File: config.mk
export PLATFORM = sky130hd
export DESIGN_NAME = nmet_fifo
export DESIGN_NICKNAME = d
export VERILOG_FILES = /design/src/sv/nmet_pkg.sv /design/src/sv/nmet_fifo.sv
export SDC_FILE = /design/constraint.sdc
export NUM_CORES = 1
export LEC_CHECK = 0
export ABC_AREA = 1
export BUFFER_PORTS_ARGS = -buffer_cell sky130_fd_sc_hd__buf_2
export CORE_MARGIN = 2
export CORE_UTILIZATION = 35
export CTS_BUF_LIST = sky130_fd_sc_hd__clkbuf_4 sky130_fd_sc_hd__clkbuf_8
export DETAILED_ROUTE_END_ITERATION = 6
export GPL_ROUTABILITY_DRIVEN = 0
export HOLD_SLACK_MARGIN = 0.1
export PLACE_DENSITY_LB_ADDON = 0.25
export SYNTH_ARGS = -nofsm -noshare
export SYNTH_HDL_FRONTEND = slang
export SYNTH_SLANG_ARGS = --single-unit
File: constraint.sdc
create_clock -name clk_i -period 5.3 [get_ports clk_i]
set_clock_uncertainty 0.1 [all_clocks]
set_input_delay 1.06 -clock clk_i [delete_from_list [all_inputs] [get_ports clk_i]]
set_output_delay 1.06 -clock clk_i [all_outputs]
set_load 0.01 [all_outputs]
File: src/sv/nmet_pkg.sv
package nmet_pkg;

  localparam int MomentumBitsDef = 24;
  localparam int CordicStepsDef  = 16;
  localparam int AtanTableLen    = 24;
  localparam int SumW            = 32;
  localparam int ProdW           = 64;
  localparam int CordicW         = 36;
  localparam int SqrtSteps       = 32;
  localparam int CntW            = 5;
  localparam int AngleW          = 16;

  localparam logic [31:0] HalfTurn    = 32'h8000_0000;
  localparam logic [31:0] AngleRound  = 32'h0000_8000;
  localparam logic [63:0] SqrtBitInit = 64'h4000_0000_0000_0000;
  localparam logic [7:0]  StatusFinal = 8'd1;

  localparam logic signed [31:0] CodeNuE      = 32'sd12;
  localparam logic signed [31:0] CodeNuMu     = 32'sd14;
  localparam logic signed [31:0] CodeNuTau    = 32'sd16;
  localparam logic signed [31:0] CodeNuEBar   = -32'sd12;
  localparam logic signed [31:0] CodeNuMuBar  = -32'sd14;
  localparam logic signed [31:0] CodeNuTauBar = -32'sd16;

  typedef struct packed {
    logic signed [SumW-1:0] x;
    logic signed [SumW-1:0] y;
  } nmet_sums_t;

  typedef enum logic [2:0] {
    StIdle,
    StMulX,
    StMulY,
    StRun,
    StFinish
  } nmet_state_e;

  function automatic logic is_neutrino(input logic signed [31:0] code);
    return (code == CodeNuE) || (code == CodeNuEBar) || (code == CodeNuMu) ||
           (code == CodeNuMuBar) || (code == CodeNuTau) || (code == CodeNuTauBar);
  endfunction

  function automatic logic signed [SumW-1:0] sat_add(input logic signed [SumW-1:0] acc,
                                                     input logic signed [SumW-1:0] v);
    logic signed [SumW:0] s;
    s = {acc[SumW-1], acc} + {v[SumW-1], v};
    if (s[SumW] != s[SumW-1]) begin
      return s[SumW] ? {1'b1, {(SumW-1){1'b0}}} : {1'b0, {(SumW-1){1'b1}}};
    end
    return s[SumW-1:0];
  endfunction

  function automatic logic [31:0] atan_phase(input logic [CntW-1:0] idx);
    logic [31:0] r;
    unique case (idx)
      5'd0:    r = 32'd536870912;
      5'd1:    r = 32'd316933406;
      5'd2:    r = 32'd167458907;
      5'd3:    r = 32'd85004756;
      5'd4:    r = 32'd42667331;
      5'd5:    r = 32'd21354465;
      5'd6:    r = 32'd10679838;
      5'd7:    r = 32'd5340245;
      5'd8:    r = 32'd2670163;
      5'd9:    r = 32'd1335087;
      5'd10:   r = 32'd667544;
      5'd11:   r = 32'd333772;
      5'd12:   r = 32'd166886;
      5'd13:   r = 32'd83443;
      5'd14:   r = 32'd41722;
      5'd15:   r = 32'd20861;
      5'd16:   r = 32'd10430;
      5'd17:   r = 32'd5215;
      5'd18:   r = 32'd2608;
      5'd19:   r = 32'd1304;
      5'd20:   r = 32'd652;
      5'd21:   r = 32'd326;
      5'd22:   r = 32'd163;
      5'd23:   r = 32'd81;
      default: r = 32'd0;
    endcase
    return r;
  endfunction

endpackage

File: src/sv/nmet_fifo.sv
module nmet_fifo
  import nmet_pkg::*;
(
  input  logic       clk_i,
  input  logic       rst_ni,
  input  logic       push_i,
  input  nmet_sums_t push_data_i,
  output logic       full_o,
  input  logic       pop_i,
  output logic       empty_o,
  output nmet_sums_t pop_data_o
);

  nmet_sums_t mem_q [2];
  logic       wr_ptr_q;
  logic       rd_ptr_q;
  logic [1:0] count_q;

  assign full_o     = count_q[1];
  assign empty_o    = (count_q == 2'd0);
  assign pop_data_o = mem_q[rd_ptr_q];

  always_ff @(posedge clk_i) begin
    if (push_i) begin
      mem_q[wr_ptr_q] <= push_data_i;
    end
  end

  always_ff @(posedge clk_i or negedge rst_ni) begin
    if (!rst_ni) begin
      wr_ptr_q <= 1'b0;
      rd_ptr_q <= 1'b0;
      count_q  <= 2'd0;
    end else begin
      if (push_i) begin
        wr_ptr_q <= !wr_ptr_q;
      end
      if (pop_i) begin
        rd_ptr_q <= !rd_ptr_q;
      end
      if (push_i && !pop_i) begin
        count_q <= count_q + 2'd1;
      end else if (pop_i && !push_i) begin
        count_q <= count_q - 2'd1;
      end
    end
  end

  a_no_overflow: assert property (@(posedge clk_i) disable iff (!rst_ni)
    !(push_i && full_o))
    else $error("Event queue written while full.");

  a_no_underflow: assert property (@(posedge clk_i) disable iff (!rst_ni)
    !(pop_i && empty_o))
    else $error("Event queue read while empty.");

  a_count_range: assert property (@(posedge clk_i) disable iff (!rst_ni)
    count_q != 2'd3)
    else $error("Event queue count out of range.");

endmodule

Word-level counts from Yosys, hierarchy flattened
Memories as Yosys holds them, arrays and structs flattened.
Index checks and enable logic that the tools add are counted.
Storage, ports and cells
  flip-flop bits (word level): 4
  RAM bits: 128
  input port bits: 68
  output and inout bits: 66
  logic and storage cells: 18
  memories: 1
Memories
  mem_q: words 2, width 64, read ports 1, clocked after Yosys merged registers in 0, wr ports 1, line nmet_fifo.sv:14  | nmet_sums_t mem_q [2];
Operators by class
  add/sub/neg operators: 2
  mux-type cells: 4
  reduce and logical (&&, ||, !) cells: 8
Operators with widths (count)
  $logic_not A1 Y1: 4
  $mux W2: 2
  $add A2 B1 Y2 const B: 1
  $logic_and A1 B1 Y1: 2
  $logic_not A2 Y1: 1
  $mux W1: 2
  $reduce_bool A2 Y1: 1
  $sub A2 B1 Y2 const B: 1

Depth between registers and ports, before layout
Gate-level depths: netlist of the first run.
  word-level depth: 4
  mapped depth: 7

Least setup slack after synthesis of the first run
OpenSTA, ideal clock, no wires.
  kind: input-to-reg
  start: input port push_i
  end: memory mem_q[0][0] (netlist name), enable pin
  library setup time: 0.488 ns
  data arrival time: 3.784 ns
  path slack: 0.928 ns
  stages on the path: 2
  cell sequence: inv_1 nor2_1
On the way
  cells in the longest elaborated chain, start to end: 2
RTL lines
  start, declared: line nmet_fifo.sv:6  | input logic push_i,
  $mux W1: line nmet_fifo.sv:24  | if (push_i) begin
  $mux W1 (implied by the code): line nmet_fifo.sv:25  | mem_q[wr_ptr_q] <= push_data_i;
  end, declared: line nmet_fifo.sv:14
No other way between the ends.

==> metrics.cfg, run 1 <==
[outcome]
status=completed

[cts]
max-clock-path-buffers=2
cts.repair.resized=0
clkTransAtPathRegs_ns=0.07
ctsHoldBuffers=0
htree_levels=4
cts_tree=built
worst_skew_pair.late_latency_ns=0.43
cts_inserted_buffers=17
clock-sinks=132
cts_setup_buffers=0
root_buffer=clkbuf_8

[yosys]
yosys_warnings=0
avgSynthCellArea_sq_um=22.5
synth_edf_count=128
yosysMostFrequentCell=edfxtp_1
synth_ff_type=edfxtp_1
ys_seq_area_share_pct=78.4
syn_area_sq_um=5030
synth_area_leaders=edfxtp_1 (76%), mux2_4 (15%), mux2_2 (3.1%)
ys_seq_elements=132
ys_types=14
synth_common_cells=edfxtp_1 (128), mux2_4 (50), mux2_2 (14)
yosysTopAreaCell=edfxtp_1
synthArstFlopShare_pct=3.03
synth_nets=292
synth_top_area_share_pct=76.5
netlist_instances=223

[sta]
fin_crit_ns=3.55
setup_ws_ns=1.75
fin_setup_tns_ns=0
max_freq_mhz=281
slew_violations=0
setup-violations-final=0
maxSlewHeadroom_pct=25.4
rsz0062_at_grt=false
worst_pin_slew_ns=1.12
hold_viol_final=0
fin_crit_sh_pct=67.1

[drt]
drtIter0Drc=157
drtPass1Iterations=4
ant_nets=0
drcViolationCount=0
vias=2481
wl_per_cell_microns=15.8
viasPerCell=4.40
totalWireLength_mm=8.92

[power_and_ir_drop]
power.internal_mw=2.45
comb_power_share_pct=27.0
p_sw_uw=947
power.share.clock_pct=27.6
ir_drop_mv=0.261
swShare_pct=27.9
total_power_mw=3.40
p_leak_nw=2.55
power_frac_seq_pct=45.4
power_density_nw_per_um2=537

[run]
drv_cap=0

[worst_hold_path]
min_path_type=input pin to async pin

[die]
die_x_microns=124
fp.dieH_microns=124
ios=134
placementRows=43
core_region_area_sq_um=13900
dieArea_sq_um=15300
start_util_pct=36.1

[setup_path]
cp-start-kind=flip-flop
endpoint_kind=output port
critPathMaxFanout=46
crit_required_ns=4.14
critPathKind=flip-flop to output port
critPathArrivalTime_ns=2.39

[cells_and_area]
final_util_pct=45.4
nets=440
stdcell_area_sq_um=6330
synthToLayoutAreaGrowth_pct=25.8
diodes=0
fillCellCount=1243
layout-drive-gt1-share_pct=60.9

[placed_design]
port_buffers=133
placed_cell_area_sq_um=5880
pre_cts_slack_ns=2.15

[global_routing]
grt_use_total_pct=12.1
grt.overflow.total=0
grt_pass1_vias=2612
grt_first_pass_wirelength_mm=13.1
antenna_found_initial=1
grt_max_degree=49

[flip-flops by register name, summed over array words and instances (netlist names)]
name	cells
count_q	2
mem_q	128
rd_ptr_q	1
wr_ptr_q	1
[power groups by stage]
stage          logic, mW  clock network (mW)  registers, mW
2_1_floorplan      0.731                   0           1.46
3_3_place_gp       0.934                   0           1.57
3_5_place_dp       0.936                   0           1.57
4_1_cts            0.939               0.967           1.55
5_1_grt             1.00                1.02           1.57
6_report           0.917               0.937           1.54
[metal layers]
layer | track usage, % | share of wire, % | vias to the layer above
met4 | 5.11 | 1.4 | 2
met5 | 0 | 0.15 | -
met2 | 18.6 | 47 | 99
met3 | 6.14 | 8.9 | 12
li1 | - | - | 1163
met1 | 14.4 | 43 | 1205
[worst max-delay path, cell delays in order (launching register included)]
cell and delay, ns:
dfrtp_4 1.00, buf_4 0.44, mux2_2 0.37, buf_2 0.14
[path summary, 6_finish.rpt]
path	start	to	slack, ns	depth (start not counted)
setup / recovery	rd_ptr_q	pop_data_o[47]	1.75	3
hold / removal	rst_ni	count_q[0]	0.32	1
setup reg to reg	wr_ptr_q	mem_q[1][24]	3.14	3
hold reg to reg	count_q[0]	count_q[0]	0.44	1
max in group asynchronous	rst_ni	rd_ptr_q	4.65	1
min in group clk_i	count_q[0]	count_q[0]	0.44	1
[layout make-up]
type | count | area [sq um] | share of cell area [%]
Clock buffer | 17 | 234 | 3.70
Clock inverter | 15 | 213 | 3.36
Inverter | 7 | 26.3 | 0.415
Multi-Input combinational cell | 77 | 992 | 15.7
Sequential cell | 132 | 3950 | 62.4
Tap cell | 180 | 225 | 3.56
Timing Repair Buffer | 136 | 688 | 10.9
[through the flow]
stage	hold WS (ns)	instances
floorplan	0.363	223
global placement	0.403	532
detailed placement	0.424	532
CTS	0.277	564
global route	0.275	564
finish	0.318	564
[cells in the final DEF, fill, tap and decap left out, types with 2 or more instances in the layout]
master,count
nand2_1,5
mux2_2,14
buf_4,3
inv_1,6
mux2_4,50
dfrtp_1,3
clkinv_4,3
edfxtp_1,128
buf_2,133
xor2_1,2
clkbuf_8,17
clkinv_2,5
bufinv_16,5
[logic make-up after synthesis]
logic type	after synthesis	synth area share, %
xor+xnor	3	0.523
fa+ha+maj	1	0.249
buf+inv	14	1.97
flops	132	78.4
mux	64	18.1
simple gates	9	0.747
No activity file was read; power rests on OpenSTA's default activity.
==> run 2: changes to the inputs <==
- ABC_AREA: 1 -> 0
- clock period: 5.3 -> 2.9 ns (I/O delays scaled with it)
==> run 2 against run 1 <==
Critical path depth is the same. Clock-buffer cell count rose by 1. Design area shrank 0.44%. Sequential share of layout area grew 0.27 points. Combinational power up 110%. Sequential power up 71%. Via count is 1.7% lower. Non-clock buffer count up 4. Total power grew 77%. Cell count is 1.2% lower. Critical path type unchanged. Critical endpoint unchanged.
==> metrics.cfg, run 2 <==
[yosys]
netlist_instances=214  ; was 223
ys_seq_area_share_pct=78.8  ; was 78.4%
synth_nets=283  ; was 292
yosys_warnings=0  ; unchanged
ys_types=13  ; was 14
syn_area_sq_um=5000  ; was 5030 sq um
avgSynthCellArea_sq_um=23.4  ; was 22.5 sq um
synth_area_leaders=edfxtp_1 (77%), mux2_4 (15%), mux2_2 (3.1%)  ; was edfxtp_1 (76%), mux2_4 (15%), mux2_2 (3.1%)
ys_seq_elements=132  ; unchanged
synth_top_area_share_pct=76.8  ; was 76.5%
synth_common_cells=edfxtp_1 (128), mux2_4 (50), mux2_2 (14)  ; unchanged
yosysTopAreaCell=edfxtp_1  ; unchanged
synthArstFlopShare_pct=3.03  ; unchanged
yosysMostFrequentCell=edfxtp_1  ; unchanged
synth_edf_count=128  ; unchanged
synth_ff_type=edfxtp_1  ; unchanged

[setup_path]
critPathKind=flip-flop to output port  ; unchanged
crit_buf_inv=2  ; unchanged
slowest_delay_ns=0.41  ; was 1.00 ns
critPathArrivalTime_ns=1.80  ; was 2.39 ns
crit_required_ns=2.22  ; was 4.14 ns
cp-start-kind=flip-flop  ; unchanged
critPathMaxFanout=65  ; was 46
crit_chain=buf_12, mux2_2, buf_2  ; was buf_4, mux2_2, buf_2
path_delay_family=buffers and inverters  ; was flip-flops
endpoint_kind=output port  ; unchanged
cpMaxStageDelayCell=dfrtp_4  ; unchanged

[cts]
worst_skew_pair.late_latency_ns=0.43  ; about the same
clock-sinks=132  ; unchanged
max-clock-path-buffers=2  ; unchanged
htree_levels=4  ; unchanged
clkTransAtPathRegs_ns=0.07  ; about the same
cts_tree=built  ; unchanged
cts_setup_buffers=0  ; unchanged
cts.repair.resized=0  ; unchanged
cts_inserted_buffers=17  ; unchanged
root_buffer=clkbuf_8  ; unchanged

[sta]
slew_violations=0  ; unchanged
fin_crit_sh_pct=85.5
hold_viol_final=0  ; unchanged
fin_crit_ns=2.48
fin_setup_tns_ns=0  ; unchanged
setup-violations-final=0  ; unchanged
worst_pin_slew_ns=0.487  ; was 1.12 ns
max_freq_mhz=403
maxSlewHeadroom_pct=67.5  ; was 25.4%
rsz0062_at_grt=false  ; unchanged

[outcome]
status=completed  ; unchanged

[placed_design]
dp_hpwl_mm=5.45
port_buffers=133  ; unchanged

[die]
start_util_pct=35.9  ; was 36.1%
die_x_microns=124  ; about the same
ios=134  ; unchanged
dieArea_sq_um=15300  ; about the same
placementRows=43  ; unchanged
fp.dieH_microns=124  ; about the same
core_region_area_sq_um=13900  ; unchanged

[cells_and_area]
final_cell_mix=buf_2 (133), edfxtp_1 (128), mux2_4 (50)  ; unchanged
top_regs=mem_q (128), count_q (2)  ; unchanged
diodes=0  ; unchanged
synthToLayoutAreaGrowth_pct=25.8  ; about the same
final_common_cell=buf_2  ; unchanged
top_register=mem_q  ; unchanged
nets=435  ; was 440
largest_reg_flops=128  ; unchanged
layout-drive-gt1-share_pct=62.6  ; was 60.9%

[power_and_ir_drop]
p_leak_nw=2.53  ; was 2.55 nW
total_power_mw=6.01  ; was 3.40 mW
ir_drop_mv=0.464  ; was 0.261 mV
power_density_nw_per_um2=955  ; was 537 nW/um^2

[drt]
viasPerCell=4.38  ; was 4.40
vias=2439  ; was 2481
totalWireLength_mm=8.52  ; was 8.92 mm
route.met2.wl_mm=4.29  ; was 4.18 mm
drtIter0Drc=91  ; was 157
ant_nets=0  ; unchanged
dr_wl_met3_microns=696  ; was 798 microns
drcViolationCount=0  ; unchanged
wl_per_cell_microns=15.3  ; was 15.8 microns
highest_layer=met4  ; was met5
drtPass1Iterations=4  ; unchanged
wirelength_met1_mm=3.37  ; was 3.80 mm

[global_routing]
grt_use_total_pct=11.9  ; was 12.1%
grt.overflow.total=0  ; unchanged
grt_max_degree=66  ; was 49
grt_first_pass_wirelength_mm=12.9  ; was 13.1 mm
antenna_found_initial=0  ; was 1
grt_pass1_vias=2569  ; was 2612

[run]
drv_cap=0  ; unchanged

[worst_hold_path]
min_path_type=input pin to flip-flop  ; was input pin to async pin

run 2: cell count changes in the layout (fill, tap and decap cells not counted), sizes merged, moves of 2 or more:
cell	change
inv	-6
nand2	-5
buf	+3
bufinv	-2
clkinv	-2
xor2	+2
run 2: kinds of logic after synthesis:
logic type | Yosys count | share of synthesized area [%]
DFF | 132 | 78.8
muxes | 64 | 18.1
buffers and inverters | 8 | 1.52
xor gates and xnor gates | 5 | 0.875
and+or+nand+nor | 4 | 0.400
adders and majority gates | 1 | 0.250
run 2: per-stage QoR:
| stage | area (sq um) | instances | hold slack (ns) | utilization [%] | worst slack [ns] |
|---|---|---|---|---|---|
| 2_1_floorplan | 5010 | 214 | 0.184 | - | 0.109 |
| 3_3_place_gp | 5910 | 526 | 0.289 | 42.4 | 0.855 |
| 3_5_place_dp | 5910 | 526 | 0.289 | 42.4 | 0.847 |
| 4_1_cts | 6300 | 557 | 0.190 | 45.2 | 0.353 |
| 5_1_grt | 6300 | 557 | 0.191 | 45.2 | 0.309 |
| 6_report | 6300 | 557 | 0.236 | 45.2 | 0.419 |
run 2: worst paths after layout:
path | startpoint | end | slack (ns) | depth (start not counted)
worst max-delay path | rd_ptr_q | pop_data_o[47] | 0.42 | 3
worst min-delay path | push_data_i[51] | mem_q[0][51] | 0.24 | 1
worst max register to register | wr_ptr_q | mem_q[1][3] | 1.30 | 2
worst min register to register | count_q[1] | count_q[1] | 0.40 | 1
max in group asynchronous | rst_ni | rd_ptr_q | 2.18 | 2
min in group asynchronous | rst_ni | wr_ptr_q | 0.39 | 2
run 2: routing by layer:
layer	vias up	track usage (%)
li1	1145	-
met1	1187	12.5
met2	94	19.7
met3	13	5.63
met4	0	6.18
met5	-	0
run 2: what timing repair did:
action                                 in CTS  in global routing
setup endpoints to repair                   0                  0
hold buffers                                1                  0
endpoints found under the hold margin       4                  0
run 2: area by class of cell:
class                      count  area, sq um
fill                        1228         7640
sequential                   132         3950
multi-input combinational     74          995
timing repair buffer         140          746
clock buffer                  18          241
tap                          180          225
clock inverter                12          140
inverter                       1         3.75
run 2: where the power goes:
part,switching (mW),total [mW],internal (mW)
sequential,0.101,2.64,2.54
combinational,0.924,1.88,0.961
clock,0.656,1.49,0.837
