<file path="config.mk">
export PLATFORM = sky130hd
export DESIGN_NAME = nmet_front_flat
export DESIGN_NICKNAME = d
export VERILOG_FILES = /design/src/sv/nmet_pkg.sv /design/src/sv/nmet_intf.sv /design/src/sv/nmet_front.sv /design/src/flat_wrapper.sv
export SDC_FILE = /design/constraint.sdc
export NUM_CORES = 1
export LEC_CHECK = 0
export ABC_AREA = 1
export BUFFER_PORTS_ARGS = -buffer_cell sky130_fd_sc_hd__buf_2
export CAP_MARGIN = 20
export CORE_ASPECT_RATIO = 0.7
export CORE_MARGIN = 2
export CORE_UTILIZATION = 58
export DETAILED_ROUTE_END_ITERATION = 10
export GPL_TIMING_DRIVEN = 0
export PLACE_DENSITY = 0.83
export SYNTH_ARGS = -nofsm -noshare
export SYNTH_HDL_FRONTEND = slang
export SYNTH_SLANG_ARGS = --single-unit
</file>
<file path="constraint.sdc">
create_clock -name clk_i -period 3.4 [get_ports clk_i]
set_input_delay 0.34 -clock clk_i [delete_from_list [all_inputs] [get_ports clk_i]]
set_output_delay 0.34 -clock clk_i [all_outputs]
set_load 0.02 [all_outputs]
</file>
<file path="src/sv/nmet_pkg.sv">
package nmet_pkg;

  localparam int MomentumBitsDef = 24;
  localparam int CordicStepsDef  = 16;
  localparam int AtanTableLen    = 24;
  localparam int SumW            = 32;
  localparam int ProdW           = 64;
  localparam int CordicW         = 36;
  localparam int SqrtSteps       = 32;
  localparam int CntW            = 5;
  localparam int AngleW          = 16;

  localparam logic [31:0] HalfTurn    = 32'h8000_0000;
  localparam logic [31:0] AngleRound  = 32'h0000_8000;
  localparam logic [63:0] SqrtBitInit = 64'h4000_0000_0000_0000;
  localparam logic [7:0]  StatusFinal = 8'd1;

  localparam logic signed [31:0] CodeNuE      = 32'sd12;
  localparam logic signed [31:0] CodeNuMu     = 32'sd14;
  localparam logic signed [31:0] CodeNuTau    = 32'sd16;
  localparam logic signed [31:0] CodeNuEBar   = -32'sd12;
  localparam logic signed [31:0] CodeNuMuBar  = -32'sd14;
  localparam logic signed [31:0] CodeNuTauBar = -32'sd16;

  typedef struct packed {
    logic signed [SumW-1:0] x;
    logic signed [SumW-1:0] y;
  } nmet_sums_t;

  typedef enum logic [2:0] {
    StIdle,
    StMulX,
    StMulY,
    StRun,
    StFinish
  } nmet_state_e;

  function automatic logic is_neutrino(input logic signed [31:0] code);
    return (code == CodeNuE) || (code == CodeNuEBar) || (code == CodeNuMu) ||
           (code == CodeNuMuBar) || (code == CodeNuTau) || (code == CodeNuTauBar);
  endfunction

  function automatic logic signed [SumW-1:0] sat_add(input logic signed [SumW-1:0] acc,
                                                     input logic signed [SumW-1:0] v);
    logic signed [SumW:0] s;
    s = {acc[SumW-1], acc} + {v[SumW-1], v};
    if (s[SumW] != s[SumW-1]) begin
      return s[SumW] ? {1'b1, {(SumW-1){1'b0}}} : {1'b0, {(SumW-1){1'b1}}};
    end
    return s[SumW-1:0];
  endfunction

  function automatic logic [31:0] atan_phase(input logic [CntW-1:0] idx);
    logic [31:0] r;
    unique case (idx)
      5'd0:    r = 32'd536870912;
      5'd1:    r = 32'd316933406;
      5'd2:    r = 32'd167458907;
      5'd3:    r = 32'd85004756;
      5'd4:    r = 32'd42667331;
      5'd5:    r = 32'd21354465;
      5'd6:    r = 32'd10679838;
      5'd7:    r = 32'd5340245;
      5'd8:    r = 32'd2670163;
      5'd9:    r = 32'd1335087;
      5'd10:   r = 32'd667544;
      5'd11:   r = 32'd333772;
      5'd12:   r = 32'd166886;
      5'd13:   r = 32'd83443;
      5'd14:   r = 32'd41722;
      5'd15:   r = 32'd20861;
      5'd16:   r = 32'd10430;
      5'd17:   r = 32'd5215;
      5'd18:   r = 32'd2608;
      5'd19:   r = 32'd1304;
      5'd20:   r = 32'd652;
      5'd21:   r = 32'd326;
      5'd22:   r = 32'd163;
      5'd23:   r = 32'd81;
      default: r = 32'd0;
    endcase
    return r;
  endfunction

endpackage

</file>
<file path="src/sv/nmet_intf.sv">
interface nmet_in_if #(
  parameter int MomBits = 24
);
  logic                      valid;
  logic                      ready;
  logic [7:0]                particle_status;
  logic signed [31:0]        particle_code;
  logic signed [MomBits-1:0] mom_x;
  logic signed [MomBits-1:0] mom_y;
  logic                      last_in_event;

  modport source (
    output valid, particle_status, particle_code, mom_x, mom_y, last_in_event,
    input  ready
  );
  modport sink (
    input  valid, particle_status, particle_code, mom_x, mom_y, last_in_event,
    output ready
  );
endinterface


</file>
<file path="src/sv/nmet_front.sv">
module nmet_front
  import nmet_pkg::*;
#(
  parameter int MomBits = MomentumBitsDef
) (
  input  logic         clk_i,
  input  logic         rst_ni,
  nmet_in_if.sink      in_i,
  output logic         push_o,
  output nmet_sums_t   sums_o,
  input  logic         full_i
);

  logic signed [SumW-1:0]    sum_x_q, sum_x_d;
  logic signed [SumW-1:0]    sum_y_q, sum_y_d;
  logic                      accept;
  logic                      counts;
  logic signed [MomBits-1:0] mom_x;
  logic signed [MomBits-1:0] mom_y;
  logic signed [SumW-1:0]    add_x;
  logic signed [SumW-1:0]    add_y;

  assign in_i.ready = !full_i;
  assign accept     = in_i.valid && in_i.ready;
  assign counts     = (in_i.particle_status == StatusFinal) && is_neutrino(in_i.particle_code);
  assign mom_x      = in_i.mom_x[MomBits-1:0];
  assign mom_y      = in_i.mom_y[MomBits-1:0];

  always_comb begin
    add_x  = counts ? sat_add(sum_x_q, SumW'(mom_x)) : sum_x_q;
    add_y  = counts ? sat_add(sum_y_q, SumW'(mom_y)) : sum_y_q;
    sums_o = '{x: add_x, y: add_y};
    push_o = accept && in_i.last_in_event;
    sum_x_d = sum_x_q;
    sum_y_d = sum_y_q;
    if (accept) begin
      sum_x_d = in_i.last_in_event ? '0 : add_x;
      sum_y_d = in_i.last_in_event ? '0 : add_y;
    end
  end

  always_ff @(posedge clk_i or negedge rst_ni) begin
    if (!rst_ni) begin
      sum_x_q <= '0;
      sum_y_q <= '0;
    end else begin
      sum_x_q <= sum_x_d;
      sum_y_q <= sum_y_d;
    end
  end

  a_skip_holds: assert property (@(posedge clk_i) disable iff (!rst_ni)
    accept && !counts && !in_i.last_in_event |=> $stable(sum_x_q) && $stable(sum_y_q))
    else $error("Sums changed on a particle that does not count.");

  a_clear_after_last: assert property (@(posedge clk_i) disable iff (!rst_ni)
    push_o |=> (sum_x_q == '0) && (sum_y_q == '0))
    else $error("Sums not cleared after the last particle of an event.");

  a_push_on_last: assert property (@(posedge clk_i) disable iff (!rst_ni)
    push_o |-> in_i.valid && in_i.ready && in_i.last_in_event)
    else $error("Event pushed without an accepted last particle.");

endmodule

</file>
<file path="src/flat_wrapper.sv">
// flat-port wrapper written by rule: the top's interface ports become plain ports
module nmet_front_flat import nmet_pkg::*;
#(
  parameter int MomBits = MomentumBitsDef
)
  (clk_i, rst_ni, push_o, sums_o, full_i, in_i_valid, in_i_particle_status, in_i_particle_code, in_i_mom_x, in_i_mom_y, in_i_last_in_event, in_i_ready);
  nmet_in_if #(.MomBits(MomBits)) in_i_i ();
  input  logic clk_i;
  input  logic rst_ni;
  output logic push_o;
  output nmet_sums_t sums_o;
  input  logic full_i;
  input wire logic [$bits(in_i_i.valid)-1:0] in_i_valid;
  input wire logic [$bits(in_i_i.particle_status)-1:0] in_i_particle_status;
  input wire logic [$bits(in_i_i.particle_code)-1:0] in_i_particle_code;
  input wire logic [$bits(in_i_i.mom_x)-1:0] in_i_mom_x;
  input wire logic [$bits(in_i_i.mom_y)-1:0] in_i_mom_y;
  input wire logic [$bits(in_i_i.last_in_event)-1:0] in_i_last_in_event;
  output wire logic [$bits(in_i_i.ready)-1:0] in_i_ready;
  assign in_i_i.valid = in_i_valid;
  assign in_i_i.particle_status = in_i_particle_status;
  assign in_i_i.particle_code = in_i_particle_code;
  assign in_i_i.mom_x = in_i_mom_x;
  assign in_i_i.mom_y = in_i_mom_y;
  assign in_i_i.last_in_event = in_i_last_in_event;
  assign in_i_ready = in_i_i.ready;
  nmet_front #(.MomBits(MomBits)) u_core (.clk_i(clk_i), .rst_ni(rst_ni), .in_i(in_i_i), .push_o(push_o), .sums_o(sums_o), .full_i(full_i));
endmodule
</file>
; After elaboration in Yosys (flattened, before gate mapping)
; Cells that the tools add are included.
[op_classes]
addsub = 2
eq_ne = 9
muxes = 12
n_reduce_logical = 9
[op_table]
columns = op, n
row1 = two-way mux 32 bit, 10
row2 = "equality test 32 x 5 -> 1 bit, second input constant", 5
row3 = adder 32 x 24 -> 33 bit, 2
row4 = "equality test 32 x 6 -> 1 bit, second input constant", 1
row5 = "equality test 8 x 1 -> 1 bit, second input constant", 1
row6 = logical OR 1 bit, 5
row7 = logical AND 1 bit, 3
row8 = two-way mux 1 bit, 2
row9 = inequality test 1 bit, 2
row10 = zero test 1 bit, 1
[word_totals]
ff_bits = 64
inputBits = 93
output_inout_bits = 66
wordCells = 34

; Depth between registers and ports, before layout
; Gate-level depths: netlist of the first run.
[logic_depth]
word_depth = 9
depth_mapped = 19
ltp_nobuf = 18

; Worst setup path after synthesis of the first run
; OpenSTA, ideal clock, no wires.
[synth_timing]
path_kind = register -> output
start = reg u_core.sum_y_q[0]
end = out sums_o[10] (netlist bit)
arrival_time_ps = 2297
required_ps = 3060
slack_ps = 763
path_stages_with_launch = 18
path_buffers = 0
path_cell_list = dfrtp_1 -> ha_1 -> fa_1 -> nand2_1 -> nand3_1 -> nand3_1 -> nand2_1 -> nand2_1 -> nand2_2 -> nand2_2 -> nand2_1 -> nand2_1 -> nand2_1 -> nand2_2 -> nand2_1 -> inv_1 -> nand2_1 -> and2_1
[synth_lines]
columns = element, line
row1 = from (decl), nmet_front.sv:15  ; logic signed [SumW-1:0] sum_y_q, sum_y_d;
row2 = from (signal assigned), nmet_front.sv:48  ; sum_y_q <= sum_y_d;
row3 = to (decl), flat_wrapper.sv:11  ; output nmet_sums_t sums_o;

==> flow_summary.ini, run 1 <==
[outcome]
outcome = finished, final reports clean

[place]
hpwl_mm = 22.2
finalWeightedCongestion = 1.01
port-buffer-count = 158

[floorplanning]
num_io_pins = 159
dieArea_mm2 = 0.0152
die_h_um = 104
start_util_pct = 59.3
fp-row-count = 36
dieWidth_um = 147
core_area_mm2 = 0.0139

[sta]
finalCritPeriodShare_pct = 98.3
slew_violations = 0
period_needed_ns = 3.34
fmax_mhz = 299
hold_violations = 0
whs_ns = 0.0934
clock_skew_ns = 0.00965
setup_violations = 0
maxSlewHeadroom_pct = 28.2
fin_tns_setup_ns = 0
worst_pin_slew_ns = 1.07

[clock_network]
cts_num_sinks = 64
cts_root_buffer = clkbuf_16
clk_pin_slew_ns = 0.07
clk_latency_ns = 0.35
htree_levels = 3
clockBufferDepth = 2
cts_made_buffers = 9
cts_hold_buf = 0
cts_tree = built

[route]
first_pass_iters = 6
num_vias = 9718
wl_mm = 28.0
antenna_left = 0
drt-initial-drc-count = 1024
route.detailed.drc = 0
drt-wirelength-per-cell_um = 15.6
viasPerCell = 5.42

[min_path]
min_path_type = in2async

[synth]
synth_compound_area_share_pct = 8.48
synth_xor_area_share_pct = 4.14
synth_area_leaders = nand2_1 (30%), dfrtp_1 (19%), ha_1 (9.7%)
synth_edf_count = 0
syn-cell-area_mm2 = 0.00825
yosysMostFrequentCell = nand2_1
synth.avg_cell_area_um2 = 5.83
postSynth.asyncResetShare_pct = 100
syn-instance-count = 1414
synthAdderAreaFrac_pct = 10.2
synth.distinct_cells = 34
synth_top_area_share_pct = 29.8
synth_common_cells = nand2_1 (655), inv_1 (118), nor2_1 (107), nand3_1 (68), a21oi_1 (66)
synth_top_family_by_area = simple AND/OR/NAND/NOR gates
yosysWarnings = 0
synth_top_area_cell = nand2_1
synth.mux.area_fraction_pct = 0
ys_seq_elements = 64
ys_seq_area_share_pct = 19.4
yosys.area_share.simple_pct = 50.0
synth-main-ff-cell = dfrtp_1
syn-num-nets = 1573

[power_and_ir_drop]
leakage_nw = 5.92
cellPowerDensity_mw_per_mm2 = 223
ir_worst_vdd_mv = 0.223

[critical_path]
end_kind = output port
crit_arrival_ns = 3.00
critPathRequiredTime_ns = 3.06
start_kind = register
cp_max_fo = 5
crit_type = reg2out

[grt]
grt_pass1_vias = 8612
grt_pass1_wl_mm = 44.0
use_met2_pct = 50.0
groute.usage.overall_pct = 36.3
grt_overflow_total = 0
met3_usage_pct = 9.07
grt_max_degree = 65
grt_antenna_before_repair = 0
busiest_layer = met1
met1_usage_pct = 56.5

[run]
cap_violations = 0

[finish]
drive_above_1_share_pct = 19.7
area_growth_pct = 19.7
n_fill_cell = 1289
fin_nets = 1756
final_util_pct = 70.9
diodes = 0
==> layout by cell type (no fill, tap or decap), types with 3 or more instances in the layout <==
master / instances
o21a_1: 3
buf_4: 26
nand2_2: 72
nand2_4: 4
a21oi_2: 10
inv_1: 117
clkbuf_1: 16
clkbuf_16: 10
ha_1: 61
o21ai_0: 19
a21oi_1: 61
buf_2: 147
nand3_2: 3
nand2_1: 645
nor3_1: 19
xor2_1: 19
dfrtp_1: 64
and2_1: 14
nor4_1: 7
nand3b_1: 13
buf_6: 9
a21o_1: 5
xnor2_1: 20
o21bai_1: 16
or2_2: 15
nand3_1: 66
nand4_1: 9
nor2_1: 107
==> through the flow <==
stage                     worst slack (ns)  total power [mW]  std cells  cell area (um2)
after global placement              0.0853              1.13       1762             9280
after CTS                          0.00825              2.19       1780             9630
after global routing               -0.0611              2.28       1792             9870
final                               0.0561              2.20       1792             9870
after detailed placement            0.0381              1.14       1762             9280
after floorplan                      0.763             0.990       1414             8250
==> state kept, by name, summed over array words and instances, names as in the netlist <==
signal / cells
u_core.sum_x_q: 32
u_core.sum_y_q: 32
==> where the power goes <==
| group | switching, mW | internal [mW] | total, mW |
|---|---|---|---|
| clock network | 0.396 | 0.663 | 1.06 |
| registers | 0.00000000000690 | 0.762 | 0.762 |
| logic | 0.245 | 0.133 | 0.378 |
==> metal layers <==
layer	vias to the layer above	routed length, um
met5	-	0
met4	0	412
met3	30	2960
li1	4830	-
met2	445	11000
met1	4413	13700
==> final cells by class <==
| type | instances | area [um2] | share of cell area [%] |
|---|---|---|---|
| inverter | 121 | 459 | 4.65 |
| clock buffer | 13 | 250 | 2.53 |
| tap | 190 | 238 | 2.41 |
| clock inverter | 3 | 65.1 | 0.659 |
| sequential | 64 | 1600 | 16.2 |
| buffer | 28 | 195 | 1.98 |
| timing repair buffer | 172 | 968 | 9.81 |
| multi-input combinational | 1201 | 6100 | 61.7 |
==> repair_timing <==
action | 4_1_cts | 5_1_grt
endpoints found under the hold margin | 0 | 0
cloned | 0 | 1
gates resized for setup | 7 | 40
pin swaps | 3 | 9
buffers inserted | 2 | 11
endpoints found under the setup margin | 37 | 62
==> critical path, stage by stage (launching register included) <==
cell     delay (ns)
dfrtp_1        0.42
ha_4           0.19
fa_2           0.42
nand2_2        0.09
nand3_2        0.09
nand3_2        0.08
nand2_2        0.07
nand2_1        0.08
nand2_2        0.08
nand2_2        0.09
nand2_1        0.07
nand2_1        0.09
nand2_2        0.08
a21oi_4        0.17
buf_12         0.15
buf_8          0.13
nand2_1        0.07
nand2_2        0.11
buf_4          0.15
==> path summary, 6_finish.rpt <==
kind / slack [ns] / startpoint / depth (start not counted) / endpoint
hold reg to reg: 0.51 / u_core.sum_y_q[10]$_DFFE_PN0P_ / 2 / u_core.sum_y_q[10]$_DFFE_PN0P_
setup / recovery: 0.06 / u_core.sum_y_q[0]$_DFFE_PN0P_ / 18 / sums_o[0]
hold / removal: 0.09 / rst_ni / 1 / u_core.sum_x_q[10]$_DFFE_PN0P_
setup reg to reg: 0.72 / u_core.sum_y_q[0]$_DFFE_PN0P_ / 19 / u_core.sum_y_q[28]$_DFFE_PN0P_
max in group asynchronous: 2.70 / rst_ni / 1 / u_core.sum_y_q[12]$_DFFE_PN0P_
min in group clk_i: 0.51 / in_i_mom_x[0] / 6 / u_core.sum_x_q[0]$_DFFE_PN0P_
==> cell families after synthesis <==
logic type      after synthesis
buf+inv                     149
compound gates              119
simple gates                977
flops                        64
xor+xnor                     39
fa+ha+maj                    66
Power figures use the tool's default switching activity.
==> run 2, diff against run 1 <==
PLACE_DENSITY = 0.89   (was 0.83)
==> run 2 against run 1 <==
  * Count of clock-buffer cells in the layout unchanged
  * Register-to-register slack about the same
  * Final cell count increased by 0.45%
  * Clock skew decreased by 0.0017 ns
  * Critical path depth unchanged
  * Critical endpoint is now sums_o[59]
==> flow_summary.ini, run 2 (same netlist as run 1, synthesis figures left out) <==
[outcome]
outcome = finished, final reports clean

[critical_path]
crit_family = simple AND/OR/NAND/NOR gates
critPathRequiredTime_ns = 3.06
cp_max_fo = 6
end_kind = output port
worstSetupPathDepth = 18
cp-endpoint = sums_o[59]
r2r_cells = 19
reg2reg_slack_ns = 0.72
crit_chain = ha_2, fa_2, nand2_1, nand2_1, nand3_1, nand2_2, nand2_2, nand2_2, nand2_2, nand2_1, nand2_1, nand2_2, a21oi_4, buf_12, buf_8, nand2_1, nand2_2, buf_4
cp_slowest_cell = dfrtp_1
crit_buf_inv = 3
crit_type = reg2out
crit_arrival_ns = 2.97
path_common_cell = nand2_2
reg2reg_from = u_core.sum_y_q[0]$_DFFE_PN0P_
r2r_end = u_core.sum_y_q[27]$_DFFE_PN0P_
slowest_delay_ns = 0.40
start_kind = register
startpoint = u_core.sum_x_q[0]$_DFFE_PN0P_

[clock_network]
clockBufferDepth = 2
cts_tree = built
clk_pin_slew_ns = 0.06
clk_latency_ns = 0.35
cts_root_buffer = clkbuf_16
cts_made_buffers = 9
cts_hold_buf = 0
htree_levels = 3
cts_num_sinks = 64

[place]
dpl_cell_area_mm2 = 0.00928
hpwl_mm = 21.9
port-buffer-count = 158
finalWeightedCongestion = 1.02
dp_cells = 1762

[finish]
area_growth_pct = 21.8
fin_nets = 1764
final_cell_mix = nand2_1 (640), buf_2 (134), inv_1 (117), nor2_1 (104), nand2_2 (76)
instances_no_fill = 1800
reg_top3 = u_core.sum_x_q (32), u_core.sum_y_q (32)
drive_above_1_share_pct = 20.8
final_common_cell = nand2_1
stdcell_area_mm2 = 0.0100
diodes = 0
n_fill_cell = 1215

[power_and_ir_drop]
finalPower_mw = 2.19
ir_worst_vdd_mv = 0.210
cellPowerDensity_mw_per_mm2 = 218
leakage_nw = 5.96

[floorplanning]
dieArea_mm2 = 0.0152
die_h_um = 104
core_area_mm2 = 0.0139
num_io_pins = 159
dieWidth_um = 147
start_util_pct = 59.3
fp-row-count = 36

[sta]
slew_violations = 0
setup_violations = 0
hold_violations = 0
clock_skew_ns = 0.00794
maxSlewHeadroom_pct = 18.4
fmax_mhz = 302
fin_tns_setup_ns = 0
finalCritPeriodShare_pct = 97.4
period_needed_ns = 3.31
worst_pin_slew_ns = 1.22

[grt]
grt_pass1_vias = 8778
grt_max_degree = 65
grt_antenna_before_repair = 0
groute.usage.overall_pct = 36.1
grt_overflow_total = 0
grt_pass1_wl_mm = 44.1

[route]
first_pass_iters = 5
drt-initial-drc-count = 891
num_vias = 9930
drt-wirelength-per-cell_um = 15.7
wl_mm = 28.3
viasPerCell = 5.52
antenna_left = 0
route.detailed.drc = 0

[min_path]
min_path_type = in2async

[run]
cap_violations = 0
## run 2: cell types whose count changed in the layout (fill, tap and decap cells not counted), moves of 2 or more
| cell | change |
|---|---|
| buf_2 | -13 |
| ha_1 | -5 |
| nand3_2 | -2 |
| nand2_1 | -5 |
| nand2_2 | +4 |
| ha_4 | +5 |
| buf_6 | +3 |
| nor2_2 | +3 |
| nand3_1 | +2 |
| nor2_1 | -3 |
| buf_4 | +19 |
| a21oi_2 | -2 |
| a21oi_1 | +2 |
## run 2: final cells by class
type                    instances  area, um2  area share (%)
flip-flops and latches         64       1600            15.9
repair buffers                180       1070            10.6
well taps                     190        238            2.37
multi-input cells            1201       6170            61.4
clock inverters                 3       65.1           0.648
inverters                     121        457            4.55
clock buffers                  13        250            2.49
plain buffers                  28        196            1.96
## run 2: how the worst min path moves through the flow
stage	to	slack (ns)	start	depth (start not counted)
finish	u_core.sum_x_q[18]$_DFFE_PN0P_	0.11	rst_ni	1
global placement	u_core.sum_x_q[5]$_DFFE_PN0P_	0.48	u_core.sum_x_q[5]$_DFFE_PN0P_	2
CTS	u_core.sum_x_q[10]$_DFFE_PN0P_	0.16	rst_ni	1
detailed placement	u_core.sum_x_q[5]$_DFFE_PN0P_	0.49	u_core.sum_x_q[5]$_DFFE_PN0P_	2
global route	u_core.sum_x_q[9]$_DFFE_PN0P_	0.19	rst_ni	1
floorplan	u_core.sum_x_q[0]$_DFFE_PN0P_	0.04	rst_ni	0
## run 2: where the power goes
group	switching [mW]	internal (mW)
Combinational	0.246	0.139
Clock	0.384	0.663
Sequential	0.00000000000714	0.762
Total	0.630	1.56
## run 2: worst register-to-register path: stages, from the launching register on
cell and delay [ns]:
dfrtp_1 0.42, ha_4 0.19, fa_2 0.41, nand2_2 0.08
nand3_1 0.09, nand3_1 0.11, nand2_2 0.09, nand2_2 0.09
nand2_4 0.07, nand2_4 0.08, buf_4 0.10, nand3_2 0.06
nand2_2 0.12, a21oi_4 0.07, buf_6 0.15, buf_4 0.14
nand2_1 0.07, nand2_1 0.09, nand2_1 0.09, nand2_1 0.05
## run 2: routing by layer
metal / vias to the layer above / global-route usage (%) / wire length, um
met2: 500 / 50.2 / 11300
met1: 4551 / 55.9 / 13500
met3: 32 / 8.59 / 3130
met4: 0 / 7.98 / 378
li1: 4847 / - / -
met5: - / 0 / 0
## run 2: repair_timing
action	4_1_cts	5_1_grt
pin swaps	5	11
endpoints found under the setup margin	59	62
cloned	1	2
setup buffers	6	13
resized for setup	6	72
## run 2: through the flow
step	setup slack (ns)	util (%)	hold slack (ns)
final	0.0881	72.2	0.113
after global routing	-0.0238	72.2	0.190
after CTS	0.00976	69.5	0.158
after detailed placement	0.0226	66.7	0.491
after global placement	0.0851	66.6	0.485
after floorplan	0.763	-	0.0444
==> run 3, diff against run 2 <==
CORE_ASPECT_RATIO = 0.8   (was 0.7)
==> run 3 against run 2 <==
  * Die area barely moved
  * Via count fell by 1.5%
  * Sequential share of layout area fell by 0.19 points
  * Clock power barely moved
  * Clock skew rose by 0.0012 ns
  * Fmax fell by 1.0%
  * Critical path depth fell by 1
  * Combinational power barely moved
  * Hold slack improved by 0.015 ns
  * Power rose by 1.0%
  * Sequential power barely moved
  * Critical endpoint unchanged
  * Largest cell class unchanged
==> flow_summary.ini, run 3 (same netlist as run 1, synthesis figures left out) <==
[grt]
grt_max_degree = 65
grt_pass1_vias = 8922
grt_pass1_wl_mm = 43.3
grt_overflow_total = 0
grt_antenna_before_repair = 0
groute.usage.overall_pct = 36.0

[place]
hpwl_mm = 21.4
port-buffer-count = 158
place_ws_ns = 0.102
finalWeightedCongestion = 0.992

[clock_network]
cts_made_buffers = 9
cts_num_sinks = 64
clk_pin_slew_ns = 0.06
htree_levels = 3
cts_hold_buf = 0
cts_tree = built
cts_root_buffer = clkbuf_16
clk_latency_ns = 0.35
clockBufferDepth = 2

[power_and_ir_drop]
finalPower_mw = 2.22
pwr-share-comb_pct = 17.3
seq_power_share_pct = 34.4
leakage_nw = 5.99
p_sw_share_pct = 28.8
p_switching_mw = 0.638
p_int_mw = 1.58
ir_worst_vdd_mv = 0.274
clkPwrFrac_pct = 48.3
cellPowerDensity_mw_per_mm2 = 218

[sta]
whs_ns = 0.128
finalCritPeriodShare_pct = 98.4
clock_skew_ns = 0.00913
setup_violations = 0
hold_violations = 0
fmax_mhz = 299
setup_ws_ns = 0.0533
maxSlewHeadroom_pct = 33.8
slew_violations = 0
rsz0062_at_grt = true
period_needed_ns = 3.35
fin_tns_setup_ns = 0
worst_pin_slew_ns = 0.989

[critical_path]
end_kind = output port
critPathRequiredTime_ns = 3.06
r2r_cells = 19
startpoint = u_core.sum_x_q[0]$_DFFE_PN0P_
crit_type = reg2out
reg2reg_slack_ns = 0.61
r2r_end = u_core.sum_x_q[29]$_DFFE_PN0P_
start_kind = register
reg2reg_from = u_core.sum_x_q[8]$_DFFE_PN0P_
cp_max_fo = 7
crit_arrival_ns = 3.01

[route]
drt-wirelength-per-cell_um = 15.7
drt-initial-drc-count = 862
viasPerCell = 5.47
first_pass_iters = 8
antenna_left = 0
num_vias = 9786
wl_mm = 28.0
route.detailed.drc = 0

[finish]
final_util_pct = 74.0
final_cell_mix = nand2_1 (638), buf_2 (125), inv_1 (117), nor2_1 (104), nand2_2 (75)
reg_top3 = u_core.sum_x_q (32), u_core.sum_y_q (32)
fin_nets = 1764
area_growth_pct = 23.3
diodes = 0
final_common_cell = nand2_1
drive_above_1_share_pct = 21.4

[run]
cap_violations = 0

[floorplanning]
dieWidth_um = 137
die_h_um = 111
dieArea_mm2 = 0.0152
fp-row-count = 38
num_io_pins = 159
start_util_pct = 60.0
core_area_mm2 = 0.0137

[min_path]
min_path_type = in2async

[outcome]
outcome = finished, final reports clean
-- run 3: cell count changes in the layout (fill, tap and decap cells not counted), sizes merged --
| cell | before | now |
|---|---|---|
| buf | 195 | 194 |
| bufbuf | 0 | 1 |
| clkbuf | 26 | 25 |
-- run 3: repair_timing --
| action | in CTS | in global routing |
|---|---|---|
| endpoints found under the setup margin | 46 | 62 |
| gates cloned | 1 | 2 |
| buffers inserted | 3 | 16 |
| pin swaps | 2 | 21 |
| gates resized for setup | 7 | 107 |
-- run 3: routing by layer --
| layer | track usage [%] | share of wire, % | vias up |
|---|---|---|---|
| li1 | - | - | 4835 |
| met1 | 52.5 | 46 | 4430 |
| met2 | 52.6 | 42 | 481 |
| met3 | 9.24 | 11 | 40 |
| met4 | 8.87 | 1.6 | 0 |
| met5 | 0 | 0 | - |
-- run 3: power groups by stage --
stage          Clock (mW)  Combinational [mW]  Sequential, mW
2_1_floorplan           0               0.215           0.776
3_3_place_gp            0               0.352           0.776
3_5_place_dp            0               0.358           0.776
4_1_cts              1.07               0.362           0.762
5_1_grt              1.10               0.424           0.761
6_report             1.07               0.384           0.762
-- run 3: worst max-delay path, stage by stage (launching register included) --
cell and delay, ns:
dfrtp_1 0.42, ha_4 0.19, fa_2 0.42, nand2_2 0.09, nand2_2 0.07, nand3_4 0.09, nand2_4 0.07, nand2_4 0.07
nand2_4 0.08, nand2_4 0.09, nand2_1 0.07, nand2_1 0.08, nand2_2 0.10, a21oi_4 0.32, buf_6 0.19, nand2_1 0.09
nand2_2 0.10, buf_6 0.12
-- run 3: cell type report --
class | instances | area [um2]
sequential | 64 | 1600
timing repair buffer | 180 | 1140
fill | 1162 | 3570
buffer | 28 | 199
inverter | 121 | 457
clock buffer | 12 | 256
multi-input combinational | 1201 | 6220
clock inverter | 3 | 65.1
tap | 180 | 225
-- run 3: per-stage QoR --
stage               cell area, um2  cells
finish                       10200   1789
global route                 10200   1789
CTS                           9680   1771
detailed placement            9270   1752
global placement              9260   1752
floorplan                     8250   1414
-- run 3: how the worst max path moves through the flow --
stage	endpoint	depth (start not counted)
after floorplan	sums_o[10]	17
after global placement	sums_o[10]	19
after detailed placement	sums_o[10]	19
after CTS	sums_o[10]	18
after global routing	sums_o[59]	17
final	sums_o[59]	17
